<file path="src/hw/rtl/float_to_int_quantizer_assert.svh">
// assertion macros used by the quantizer top level
// expects clk and rst_n in the scope of each use
`ifndef FLOAT_TO_INT_QUANTIZER_ASSERT_SVH
`define FLOAT_TO_INT_QUANTIZER_ASSERT_SVH
`ifndef SYNTHESIS
// same-cycle implication
`define FIQ_ASSERT_IMPLY(lbl, ante, cons) \
  lbl: assert property (@(posedge clk) disable iff (!rst_n) (ante) |-> (cons)) \
    else $error("quantizer check failed");
// next-cycle implication
`define FIQ_ASSERT_NEXT(lbl, ante, cons) \
  lbl: assert property (@(posedge clk) disable iff (!rst_n) (ante) |=> (cons)) \
    else $error("quantizer check failed");
`else
`define FIQ_ASSERT_IMPLY(lbl, ante, cons)
`define FIQ_ASSERT_NEXT(lbl, ante, cons)
`endif
`endif

</file>
<file path="src/hw/rtl/fiq_pkg.sv">
// types, constants and range functions for the float to int quantizer
// no dependencies
`default_nettype none

package fiq_pkg;

  localparam int unsigned MantW  = 24;
  localparam int unsigned HalfW  = 24;
  localparam int unsigned ScaleW = 48;
  localparam int unsigned PartW  = 48;
  localparam int unsigned ProdW  = 72;
  localparam int unsigned MagW   = 41;
  localparam int unsigned ExpW   = 10;
  localparam int unsigned OffW   = 33;
  localparam int unsigned QW     = 33;
  localparam int unsigned AccW   = 44;
  localparam int unsigned TypeW  = 3;
  localparam int unsigned IdxW   = 2;

  // rounded magnitude saturates here
  localparam logic [MagW-1:0] MagCap = 41'h100_0000_0000;

  // output type codes
  localparam logic [TypeW-1:0] OT_INT8   = 3'd0;
  localparam logic [TypeW-1:0] OT_UINT8  = 3'd1;
  localparam logic [TypeW-1:0] OT_INT16  = 3'd2;
  localparam logic [TypeW-1:0] OT_UINT16 = 3'd3;
  localparam logic [TypeW-1:0] OT_INT32  = 3'd4;
  localparam logic [TypeW-1:0] OT_UINT32 = 3'd5;

  // config register indexes
  localparam logic [IdxW-1:0] REG_OUT_TYPE = 2'd0;
  localparam logic [IdxW-1:0] REG_SCALE    = 2'd1;
  localparam logic [IdxW-1:0] REG_OFFSET   = 2'd2;

  localparam logic [ScaleW-1:0] ScaleReset = 48'd16777216;

  localparam logic signed [QW-1:0] Int8Min   = -33'sd128;
  localparam logic signed [QW-1:0] Int8Max   = 33'sd127;
  localparam logic signed [QW-1:0] Uint8Max  = 33'sd255;
  localparam logic signed [QW-1:0] Int16Min  = -33'sd32768;
  localparam logic signed [QW-1:0] Int16Max  = 33'sd32767;
  localparam logic signed [QW-1:0] Uint16Max = 33'sd65535;
  localparam logic signed [QW-1:0] Int32Min  = -33'sd2147483648;
  localparam logic signed [QW-1:0] Int32Max  = 33'sd2147483647;
  localparam logic signed [QW-1:0] Uint32Max = 33'sd4294967295;
  localparam logic signed [QW-1:0] UintMin   = 33'sd0;

  // after decode and the two partial products
  typedef struct packed {
    logic                   sign;
    logic                   special;
    logic                   spec_max;
    logic [ExpW-1:0]        exp2;
    logic [PartW-1:0]       part_hi;
    logic [PartW-1:0]       part_lo;
    logic                   last;
  } mul_stage_t;

  // after the full product is summed
  typedef struct packed {
    logic                   sign;
    logic                   special;
    logic                   spec_max;
    logic [ExpW-1:0]        exp2;
    logic [ProdW-1:0]       prod;
    logic                   last;
  } sum_stage_t;

  // after alignment and rounding
  typedef struct packed {
    logic                   sign;
    logic                   special;
    logic                   spec_max;
    logic [MagW-1:0]        mag;
    logic                   last;
  } rnd_stage_t;

  // lower bound of the selected type, undefined codes act as int8
  function automatic logic signed [QW-1:0] type_min(input logic [TypeW-1:0] t);
    logic signed [QW-1:0] v;
    case (t) inside
      OT_UINT8, OT_UINT16, OT_UINT32: v = UintMin;
      OT_INT16:                       v = Int16Min;
      OT_INT32:                       v = Int32Min;
      default:                        v = Int8Min;
    endcase
    return v;
  endfunction

  // upper bound of the selected type, undefined codes act as int8
  function automatic logic signed [QW-1:0] type_max(input logic [TypeW-1:0] t);
    logic signed [QW-1:0] v;
    case (t)
      OT_UINT8:  v = Uint8Max;
      OT_INT16:  v = Int16Max;
      OT_UINT16: v = Uint16Max;
      OT_INT32:  v = Int32Max;
      OT_UINT32: v = Uint32Max;
      default:   v = Int8Max;
    endcase
    return v;
  endfunction

endpackage

`default_nettype wire

</file>
<file path="src/hw/rtl/fiq_mult.sv">
// stage 1: float decode and two 24x24 partial products of mantissa and scale
// depends on fiq_pkg
`default_nettype none

module fiq_mult import fiq_pkg::*; #(
  parameter int unsigned SCALE_FRAC_BITS = 24
) (
  input  wire logic              clk,
  input  wire logic              rst_n,
  input  wire logic              adv,
  input  wire logic              valid_in,
  input  wire logic [31:0]       sample_bits,
  input  wire logic              last_in,
  input  wire logic [ScaleW-1:0] scale_fixed,
  output logic                   valid_r,
  output mul_stage_t             stage_r
);

  localparam int unsigned ExpBias = 150 + SCALE_FRAC_BITS;

  logic [7:0]       bexp;
  logic [22:0]      frac;
  logic [MantW-1:0] mant;
  logic [7:0]       eff_exp;
  mul_stage_t       stage_nxt;

  // field decode, subnormals use exponent one and no hidden bit
  always_comb begin
    bexp    = sample_bits[30:23];
    frac    = sample_bits[22:0];
    mant    = (bexp == 8'd0) ? {1'b0, frac} : {1'b1, frac};
    eff_exp = (bexp == 8'd0) ? 8'd1 : bexp;

    stage_nxt.sign     = sample_bits[31];
    stage_nxt.special  = (bexp == 8'hFF);
    stage_nxt.spec_max = !sample_bits[31] && (frac == 23'd0);
    stage_nxt.exp2     = {2'b00, eff_exp} - ExpW'(ExpBias);
    stage_nxt.part_hi  = mant * scale_fixed[ScaleW-1:HalfW];
    stage_nxt.part_lo  = mant * scale_fixed[HalfW-1:0];
    stage_nxt.last     = last_in;
  end

  // stage valid
  always_ff @(posedge clk) begin
    if (!rst_n) begin
      valid_r <= 1'b0;
    end else if (adv) begin
      valid_r <= valid_in;
    end
  end

  // stage payload
  always_ff @(posedge clk) begin
    if (adv && valid_in) begin
      stage_r <= stage_nxt;
    end
  end

endmodule

`default_nettype wire

</file>
<file path="src/hw/rtl/fiq_sum.sv">
// stage 2: sums the partial products into the exact 72-bit product
// depends on fiq_pkg
`default_nettype none

module fiq_sum import fiq_pkg::*; (
  input  wire logic       clk,
  input  wire logic       rst_n,
  input  wire logic       adv,
  input  wire logic       valid_in,
  input  mul_stage_t      stage_in,
  output logic            valid_r,
  output sum_stage_t      stage_r
);

  sum_stage_t stage_nxt;

  // product = hi * 2^24 + lo
  always_comb begin
    stage_nxt.sign     = stage_in.sign;
    stage_nxt.special  = stage_in.special;
    stage_nxt.spec_max = stage_in.spec_max;
    stage_nxt.exp2     = stage_in.exp2;
    stage_nxt.prod     = {stage_in.part_hi, {HalfW{1'b0}}}
                       + {{(ProdW-PartW){1'b0}}, stage_in.part_lo};
    stage_nxt.last     = stage_in.last;
  end

  // stage valid
  always_ff @(posedge clk) begin
    if (!rst_n) begin
      valid_r <= 1'b0;
    end else if (adv) begin
      valid_r <= valid_in;
    end
  end

  // stage payload
  always_ff @(posedge clk) begin
    if (adv && valid_in) begin
      stage_r <= stage_nxt;
    end
  end

endmodule

`default_nettype wire

</file>
<file path="src/hw/rtl/fiq_round.sv">
// stage 3: aligns the product by the exponent, rounds half to even, saturates
// depends on fiq_pkg
`default_nettype none

module fiq_round import fiq_pkg::*; (
  input  wire logic       clk,
  input  wire logic       rst_n,
  input  wire logic       adv,
  input  wire logic       valid_in,
  input  sum_stage_t      stage_in,
  output logic            valid_r,
  output rnd_stage_t      stage_r
);

  localparam int unsigned LeftW = 2 * MagW;

  logic                 go_left;
  logic                 big_left;
  logic [LeftW-1:0]     left_shifted;
  logic                 left_cap;
  logic [MagW-1:0]      left_mag;
  logic [ExpW-1:0]      sh_full;
  logic                 right_zero;
  logic [6:0]           sh;
  logic [6:0]           sh_m1;
  logic [ProdW-1:0]     quot;
  logic [ProdW-1:0]     rb_vec;
  logic [ProdW-1:0]     sticky_mask;
  logic                 round_bit;
  logic                 sticky;
  logic                 round_up;
  logic [ProdW:0]       quot_rnd;
  logic [MagW-1:0]      right_mag;
  rnd_stage_t           stage_nxt;

  always_comb begin
    go_left = !stage_in.exp2[ExpW-1];

    // left shift: a zero product stays zero, else saturate once past the cap
    big_left     = (stage_in.exp2[ExpW-2:0] >= (ExpW-1)'(MagW));
    left_shifted = {{(LeftW-MagW){1'b0}}, stage_in.prod[MagW-1:0]}
                   << stage_in.exp2[5:0];
    left_cap     = (|stage_in.prod)
                   && ((|stage_in.prod[ProdW-1:MagW]) || big_left
                   || (left_shifted > {{(LeftW-MagW){1'b0}}, MagCap}));
    left_mag     = left_cap ? MagCap : left_shifted[MagW-1:0];

    // right shift: a shift beyond the 72-bit product rounds to zero
    sh_full    = {ExpW{1'b0}} - stage_in.exp2;
    right_zero = (sh_full >= ExpW'(ProdW + 1));
    sh         = sh_full[6:0];
    sh_m1      = sh - 7'd1;

    quot        = stage_in.prod >> sh;
    rb_vec      = stage_in.prod >> sh_m1;
    round_bit   = rb_vec[0];
    sticky_mask = ({{(ProdW-1){1'b0}}, 1'b1} << sh_m1) - {{(ProdW-1){1'b0}}, 1'b1};
    sticky      = |(stage_in.prod & sticky_mask);
    round_up    = round_bit && (sticky || quot[0]);
    quot_rnd    = {1'b0, quot} + {{ProdW{1'b0}}, round_up};

    if (right_zero) begin
      right_mag = {MagW{1'b0}};
    end else if (quot_rnd > {{(ProdW+1-MagW){1'b0}}, MagCap}) begin
      right_mag = MagCap;
    end else begin
      right_mag = quot_rnd[MagW-1:0];
    end

    stage_nxt.sign     = stage_in.sign;
    stage_nxt.special  = stage_in.special;
    stage_nxt.spec_max = stage_in.spec_max;
    stage_nxt.mag      = go_left ? left_mag : right_mag;
    stage_nxt.last     = stage_in.last;
  end

  // stage valid
  always_ff @(posedge clk) begin
    if (!rst_n) begin
      valid_r <= 1'b0;
    end else if (adv) begin
      valid_r <= valid_in;
    end
  end

  // stage payload
  always_ff @(posedge clk) begin
    if (adv && valid_in) begin
      stage_r <= stage_nxt;
    end
  end

endmodule

`default_nettype wire

</file>
<file path="src/hw/rtl/fiq_clamp.sv">
// stage 4: applies sign, offset and type minimum, clamps, holds the result
// depends on fiq_pkg
`default_nettype none

module fiq_clamp import fiq_pkg::*; (
  input  wire logic              clk,
  input  wire logic              rst_n,
  input  wire logic              adv,
  input  wire logic              valid_in,
  input  rnd_stage_t             stage_in,
  input  wire logic [TypeW-1:0]  out_type,
  input  wire logic [OffW-1:0]   zero_offset,
  output logic                   valid_r,
  output logic signed [QW-1:0]   quantized_r,
  output logic                   last_r
);

  logic signed [QW-1:0]   tmin;
  logic signed [QW-1:0]   tmax;
  logic signed [AccW-1:0] mag_ext;
  logic signed [AccW-1:0] rnd_val;
  logic signed [AccW-1:0] off_ext;
  logic signed [AccW-1:0] tmin_ext;
  logic signed [AccW-1:0] tmax_ext;
  logic signed [AccW-1:0] acc;
  logic signed [QW-1:0]   quantized_nxt;

  always_comb begin
    tmin     = type_min(out_type);
    tmax     = type_max(out_type);
    mag_ext  = {{(AccW-MagW){1'b0}}, stage_in.mag};
    rnd_val  = stage_in.sign ? ({AccW{1'b0}} - mag_ext) : mag_ext;
    off_ext  = {{(AccW-OffW){zero_offset[OffW-1]}}, zero_offset};
    tmin_ext = {{(AccW-QW){tmin[QW-1]}}, tmin};
    tmax_ext = {{(AccW-QW){tmax[QW-1]}}, tmax};
    acc      = rnd_val - off_ext + tmin_ext;

    // infinities saturate by sign, nan goes low
    if (stage_in.special) begin
      quantized_nxt = stage_in.spec_max ? tmax : tmin;
    end else if (acc < tmin_ext) begin
      quantized_nxt = tmin;
    end else if (acc > tmax_ext) begin
      quantized_nxt = tmax;
    end else begin
      quantized_nxt = acc[QW-1:0];
    end
  end

  // result valid
  always_ff @(posedge clk) begin
    if (!rst_n) begin
      valid_r <= 1'b0;
    end else if (adv) begin
      valid_r <= valid_in;
    end
  end

  // result payload
  always_ff @(posedge clk) begin
    if (adv && valid_in) begin
      quantized_r <= quantized_nxt;
      last_r      <= stage_in.last;
    end
  end

endmodule

`default_nettype wire

</file>
<file path="src/hw/rtl/float_to_int_quantizer.sv">
// Float32 to integer affine quantizer. One request per clock is accepted
// while in_stall is low, and one result is returned per request, in order.
// The four stages are: decode and two 24x24 partial products, the 72-bit
// product sum, exponent alignment with round-half-to-even, and offset/clamp
// into the output register. All stages advance independently, so a stalled
// result does not block accepting new requests until the pipeline is full.
// Config writes are always ready and take effect immediately; write them
// only while no request is in flight.
// depends on fiq_pkg, fiq_mult, fiq_sum, fiq_round, fiq_clamp and float_to_int_quantizer_assert.svh
`default_nettype none
`include "float_to_int_quantizer_assert.svh"

module float_to_int_quantizer import fiq_pkg::*; #(
  parameter int unsigned SCALE_FRAC_BITS = 24
) (
  input  wire logic              clk,
  input  wire logic              rst_n,
  // request channel
  input  wire logic              in_valid,
  output logic                   in_stall,
  input  wire logic [31:0]       in_sample_bits,
  input  wire logic              in_last_in,
  // result channel
  output logic                   out_valid,
  input  wire logic              out_stall,
  output logic signed [QW-1:0]   out_quantized,
  output logic                   out_last_out,
  // config write channel
  input  wire logic              cfg_valid,
  output logic                   cfg_ready,
  input  wire logic [IdxW-1:0]   cfg_index,
  input  wire logic [ScaleW-1:0] cfg_data
);

  logic [TypeW-1:0]  out_type_r;
  logic [ScaleW-1:0] scale_fixed_r;
  logic [OffW-1:0]   zero_offset_r;

  logic       adv1;
  logic       adv2;
  logic       adv3;
  logic       adv4;
  logic       s1_valid;
  logic       s2_valid;
  logic       s3_valid;
  mul_stage_t s1;
  sum_stage_t s2;
  rnd_stage_t s3;

  // config registers
  assign cfg_ready = 1'b1;

  always_ff @(posedge clk) begin
    if (!rst_n) begin
      out_type_r    <= OT_INT8;
      scale_fixed_r <= ScaleReset;
      zero_offset_r <= {OffW{1'b0}};
    end else if (cfg_valid && cfg_ready) begin
      unique case (cfg_index)
        REG_OUT_TYPE: out_type_r    <= cfg_data[TypeW-1:0];
        REG_SCALE:    scale_fixed_r <= cfg_data;
        REG_OFFSET:   zero_offset_r <= cfg_data[OffW-1:0];
        default:      ;
      endcase
    end
  end

  // a stage loads when it is empty or its contents move on
  assign adv4     = !out_valid || !out_stall;
  assign adv3     = !s3_valid || adv4;
  assign adv2     = !s2_valid || adv3;
  assign adv1     = !s1_valid || adv2;
  assign in_stall = !adv1;

  fiq_mult #(
    .SCALE_FRAC_BITS(SCALE_FRAC_BITS)
  ) u_mult (
    .clk         (clk),
    .rst_n       (rst_n),
    .adv         (adv1),
    .valid_in    (in_valid),
    .sample_bits (in_sample_bits),
    .last_in     (in_last_in),
    .scale_fixed (scale_fixed_r),
    .valid_r     (s1_valid),
    .stage_r     (s1)
  );

  fiq_sum u_sum (
    .clk      (clk),
    .rst_n    (rst_n),
    .adv      (adv2),
    .valid_in (s1_valid),
    .stage_in (s1),
    .valid_r  (s2_valid),
    .stage_r  (s2)
  );

  fiq_round u_round (
    .clk      (clk),
    .rst_n    (rst_n),
    .adv      (adv3),
    .valid_in (s2_valid),
    .stage_in (s2),
    .valid_r  (s3_valid),
    .stage_r  (s3)
  );

  fiq_clamp u_clamp (
    .clk         (clk),
    .rst_n       (rst_n),
    .adv         (adv4),
    .valid_in    (s3_valid),
    .stage_in    (s3),
    .out_type    (out_type_r),
    .zero_offset (zero_offset_r),
    .valid_r     (out_valid),
    .quantized_r (out_quantized),
    .last_r      (out_last_out)
  );

  // request side only stalls when the first stage is occupied
  `FIQ_ASSERT_IMPLY(a_stall_needs_full, in_stall, s1_valid)
  // rounded magnitude never passes the saturation cap
  `FIQ_ASSERT_IMPLY(a_mag_capped, s3_valid, s3.mag <= MagCap)
  // a stalled result holds the stage behind it in place
  `FIQ_ASSERT_NEXT(a_rnd_held, s3_valid && out_valid && out_stall, s3_valid && $stable(s3))

endmodule

`default_nettype wire
</file>
<file path="config.mk">
export PLATFORM = sky130hd
export DESIGN_NAME = float_to_int_quantizer
export DESIGN_NICKNAME = d
export VERILOG_FILES = /design/src/hw/rtl/fiq_pkg.sv /design/src/hw/rtl/fiq_mult.sv /design/src/hw/rtl/fiq_sum.sv /design/src/hw/rtl/fiq_round.sv /design/src/hw/rtl/fiq_clamp.sv /design/src/hw/rtl/float_to_int_quantizer.sv
export VERILOG_INCLUDE_DIRS = /design/src /design/src/hw/rtl
export SDC_FILE = /design/constraint.sdc
export NUM_CORES = 2
export LEC_CHECK = 0
export BUFFER_PORTS_ARGS = -buffer_cell sky130_fd_sc_hd__buf_2
export CORE_MARGIN = 10
export CORE_UTILIZATION = 25
export CTS_CLUSTER_DIAMETER = 150
export DETAILED_ROUTE_END_ITERATION = 7
export GPL_TIMING_DRIVEN = 0
export PLACE_DENSITY = 0.37
export SLEW_MARGIN = 20
export SYNTH_ARGS = -nofsm -noshare
export SYNTH_HDL_FRONTEND = slang
export SYNTH_HIERARCHICAL = 1
export SYNTH_SLANG_ARGS = --single-unit
</file>
<file path="constraint.sdc">
create_clock -name clk -period 17.02 [get_ports clk]
set_input_delay 0.851 -clock clk [delete_from_list [all_inputs] [get_ports clk]]
set_output_delay 0.851 -clock clk [all_outputs]
set_load 0.05 [all_outputs]
</file>
Yosys cells after proc, flatten, opt, wreduce, memory -nomap -nowiden --
Cells that the tools add are included. W data, S select, Z words.
Storage, ports and cells: register bits 363, input port bits 88, output and inout port bits 37, word-level logic and storage cells 103
Operators by class: add/sub/neg operators 9, $mul 2, $lt $le $gt $ge 6, equal/unequal tests 8, shift operators 4, muxes and demuxes 15, bitwise logic cells 1, reductions and logical operators 31
Operators by type and width (count):
- $mux W33 | 6
- $mux W41 | 4
- $pmux W32 S5 | 1
- $reduce_or A72 Y1 | 2
- $mul A24 B24 Y48 | 2
- $gt A82 B41 Y1 const B | 1
- $shl A41 B6 Y82 | 1
- $add A72 B1 Y73 | 1
- $gt A73 B41 Y1 const B | 1
- $add A72 B48 Y72 | 1
- $and A72 B72 Y72 | 1
- $shl A1 B7 Y72 const A | 1
- $shr A72 B7 Y1 | 1
- $shr A72 B7 Y72 | 1
- $sub A72 B1 Y72 const B | 1
- $add A44 B33 Y44 | 1
- $gt A44 B33 Y1 | 1
- $lt A44 B33 Y1 | 1
- $mux W44 | 1
- $sub A44 B33 Y44 | 1
- $sub A1 B41 Y42 const A | 1
- $mux W31 | 1
- $reduce_or A31 Y1 | 1
- $mux W24 | 1
- other kinds (20) | 42

Longest topological paths before layout --
word-level depth 13, mapped depth 34, gate-level depth less buffers 32

Hierarchy --
Netlist, hierarchy kept.
Modules (own cells, without submodules):
- fiq_mult | instances 1, cells an instance 4528, area each 41644.9 um^2, seq. area each 3293.2 um^2
- fiq_round | instances 1, cells an instance 2438, area each 17576.9 um^2, seq. area each 1371.3 um^2
- fiq_clamp | instances 1, cells an instance 902, area each 7339.5 um^2, seq. area each 1041.0 um^2
- fiq_sum | instances 1, cells an instance 342, area each 4434.3 um^2, seq. area each 2602.5 um^2
- float_to_int_quantizer | instances 1, cells an instance 337, area each 3235.6 um^2, seq. area each 1681.6 um^2

Worst setup path before layout --
Ideal clock, no wire load.
kind input port to flip-flop, start point input in_sample_bits[11], end point register u_mult/stage_r[95] in the netlist's numbering (data pin), setup time 0.264 ns, data arrival time 7.361 ns, data required time 16.756 ns, setup slack 9.395 ns, stages on the path 27, path buffers 2, cells stage by stage clkbuf_1 clkbuf_1 nand2_1 fa_1 inv_1 fa_1 inv_1 fa_1 inv_1 fa_1 inv_1 fa_1 inv_1 fa_1 inv_1 fa_1 inv_1 ha_1 nand2_1 or4_1 and3_1 a22o_1 nor3_1 o21ai_1 o21ai_2 a221oi_1 xnor2_1
RTL lines:
- start: declaration | RTL line float_to_int_quantizer.sv:21 | input wire logic [31:0] in_sample_bits,
- end signal: assignment | RTL line fiq_mult.sv:55 | stage_r <= stage_nxt;
- end: declaration | RTL line fiq_mult.sv:16 | output mul_stage_t stage_r

==> results.cfg <==
[yosys]
syn_area_um2 = 74200
synth_area_per_cell_um2 = 8.69
yosys.area.top_type = fa_1
yosys_warnings = 6
synth.distinct_cells = 130
synth_cells = 8547
synth_edf_count = 274
netlist.area_leader.share_pct = 26.8
ys_seq_area_share_pct = 13.5
synthArstFlopShare_pct = 0
synth_seq_cells = 362
synth_commonest_cells = nand2_1, inv_1, fa_1, and2_1, ha_1
syn-num-nets = 10100
ys_top_cells_by_area = fa_1, edfxtp_1, ha_1
yosysMostFrequentCell = nand2_1
ys.flop_type = edfxtp_1

[global_route]
grt_pass1_wl_um = 548000
grt_pass1_vias = 69400
antenna_found_initial = 47
grt_max_degree = 58
grt_overflow = 0
track_usage_pct = 23.9

[floorplan]
dieArea_um2 = 319000
io_pins = 125
fp.dieW_um = 565
rows = 200
start_util_pct = 25.1
core_um2 = 296000
die_h_um = 565

[drt]
met1_length_um = 170000
met3WireLength_um = 25000
wl_per_cell_um = 30.6
ant_nets = 0
wl_met2_um = 177000
drc = 0
viasPerCell = 5.29
routed.top_layer = met5
vias = 67500
drt_iter0_markers = 5891
finalWirelength_um = 390000
drt_pass1_iterations = 6

[setup_path]
crit_fanout = 12
start_kind = register
slowest_delay_ns = 1.10
crit_family = buffers and inverters
end_kind = register
cp_slowest_cell = a211oi_1
arrival_ns = 12.89
cp.required_ns = 17.47
path_class = register to register
crit_buf_inv = 11
crit_top_cell = buf_2

[clocking]
numClockSinks = 362
cts_setup_buffers = 0
clkLatencyLatePin_ns = 0.73
cts_tree = built
clkTransAtPathRegs_ns = 0.06
cts_resized = 0
cts-buffers-inserted = 48
htreeDepth = 2
root_buffer = clkbuf_16
hold_buffers = 0
ctsLongestPathBuffers = 3

[power_and_ir_drop]
seqPwrFrac_pct = 22.9
p_int_w = 0.00290
p_sw_w = 0.00280
vdd_drop_max_v = 0.0000768
clockPowerShare_pct = 19.6
power_w = 0.00570
leakage_nw = 36.0
combPwrFrac_pct = 57.5
p_per_area_nw_per_um2 = 69.3
switching_share_pct = 49.2

[final_layout]
final_nets = 10300
final_area_um2 = 82100
final_util_pct = 27.7
drive_gt1_share_pct = 7.62
area.growth.synth_to_final_pct = 10.7

[timing]
clock.fmax_mhz = 80.4
hold_ws_ns = 0.341
drv_slew = 0
finClkSkew_ns = 0.0988
tns_ns = 0
slew-limit-headroom_pct = 16.3
fin_crit_ns = 12.44
worst_slew_pin_slew_ns = 1.25
finalSetupViolCount = 0
hold_viol_final = 0
rsz0062_at_grt = false
fin_crit_sh_pct = 73.1

[run]
cap_viol_max_count = 0

[worst_hold_path]
hold_path_class = primary input to register

[placed_design]
place_area_um2 = 80300
portBuffers = 122
dp_hpwl_um = 319000
routabilityCongestion = 0.945

[status]
status = completed
## state kept, by name, indices dropped and copies added (netlist names)
| register | flops |
|---|---|
| u_clamp/quantized_r | 33 |
| u_sum/valid_r | 1 |
| scale_fixed_r | 48 |
| u_round/stage_r | 45 |
| zero_offset_r | 33 |
| u_sum/stage_r | 86 |
| u_mult/stage_r | 109 |
| u_clamp/valid_r | 1 |
| u_mult/valid_r | 1 |
| u_clamp/last_r | 1 |
| u_round/valid_r | 1 |
| out_type_r | 3 |
## power groups by stage
stage          clock [W]  sequential [W]  combinational (W)
2_1_floorplan          0         0.00121            0.00205
3_3_place_gp           0         0.00132            0.00325
3_5_place_dp           0         0.00132            0.00326
4_1_cts          0.00116         0.00130            0.00328
5_1_grt          0.00119         0.00131            0.00356
6_report         0.00112         0.00130            0.00328
## path summary, 6_finish.rpt
check                          from                  end  cells past startpoint  slack (ns)
setup / recovery  u_sum/stage_r[73]  u_round/stage_r[27]                     29        4.58
hold / removal           in_last_in    u_mult/stage_r[0]                      1        0.34
setup reg to reg  u_sum/stage_r[73]  u_round/stage_r[27]                     29        4.58
hold reg to reg   u_mult/stage_r[6]     u_sum/stage_r[6]                      0        0.37
## final cells by class
class,instances,area [um2]
diodes,27,67.6
clock inverters,28,445
repair buffers,145,1010
inverters,1213,4550
well taps,3939,4930
flip-flops and latches,362,9990
multi-input cells,6430,57400
clock buffers,62,1280
plain buffers,542,2520
fillers,32200,214000
## cells in the final DEF, fill, tap and decap left out, types with 32 or more instances in the layout
master	netlist	routed
a211oi_1	39	38
a21o_1	112	112
a21oi_1	277	275
a31oi_1	46	43
and2_1	612	608
and3_1	52	52
buf_2	62	186
buf_6	27	32
clkbuf_1	400	337
clkbuf_16	0	48
clkbuf_2	1	76
dfxtp_1	88	88
edfxtp_1	274	274
fa_1	993	993
ha_1	492	492
inv_1	1209	1209
mux2_2	60	60
mux2i_1	235	235
mux4_2	82	82
nand2_1	1230	1230
nand3_1	212	212
nand4_1	113	113
nor2_1	289	288
nor3_1	130	128
nor4_1	71	71
o211ai_1	43	43
o21a_1	39	38
o21ai_0	212	212
o21ai_1	48	48
o21bai_1	32	32
o22ai_1	54	54
o31ai_1	44	44
or3_1	53	53
xnor2_1	190	190
xor2_1	115	115
## worst reg2reg max path: cells and delay by family, from the launching register on
family,cells,cell delay [ns]
AO/OA/AOI/OAI,8,4.19
XOR/XNOR,1,0.25
adder cells (fa/ha/maj),2,0.52
buffers and inverters,11,4.24
flip-flops,1,0.51
AND/OR/NAND/NOR,7,2.53
## metal layers
layer  up-vias  track usage [%]
met2      2689             38.5
met4         6             8.89
met3       572             3.42
met5         -                0
met1     35200             32.4
li1      29000                -
## through the flow
stage / setup WS (ns) / std cells
floorplan: 9.40 / 8547
global placement: 1.16 / 12600
detailed placement: 4.82 / 12600
CTS: 4.85 / 12700
global route: 4.41 / 12700
finish: 4.58 / 12700
## logic make-up after synthesis
family	Yosys count	synth area share [%]
compound gates	1284	12.0
xor+xnor	307	3.64
mux	377	6.57
simple gates	2976	19.9
fa+ha+maj	1485	35.1
flops	362	13.5
other cells	1	0.00505
buf+inv	1755	9.41
Note: power is estimated with default switching activity, not from simulation.
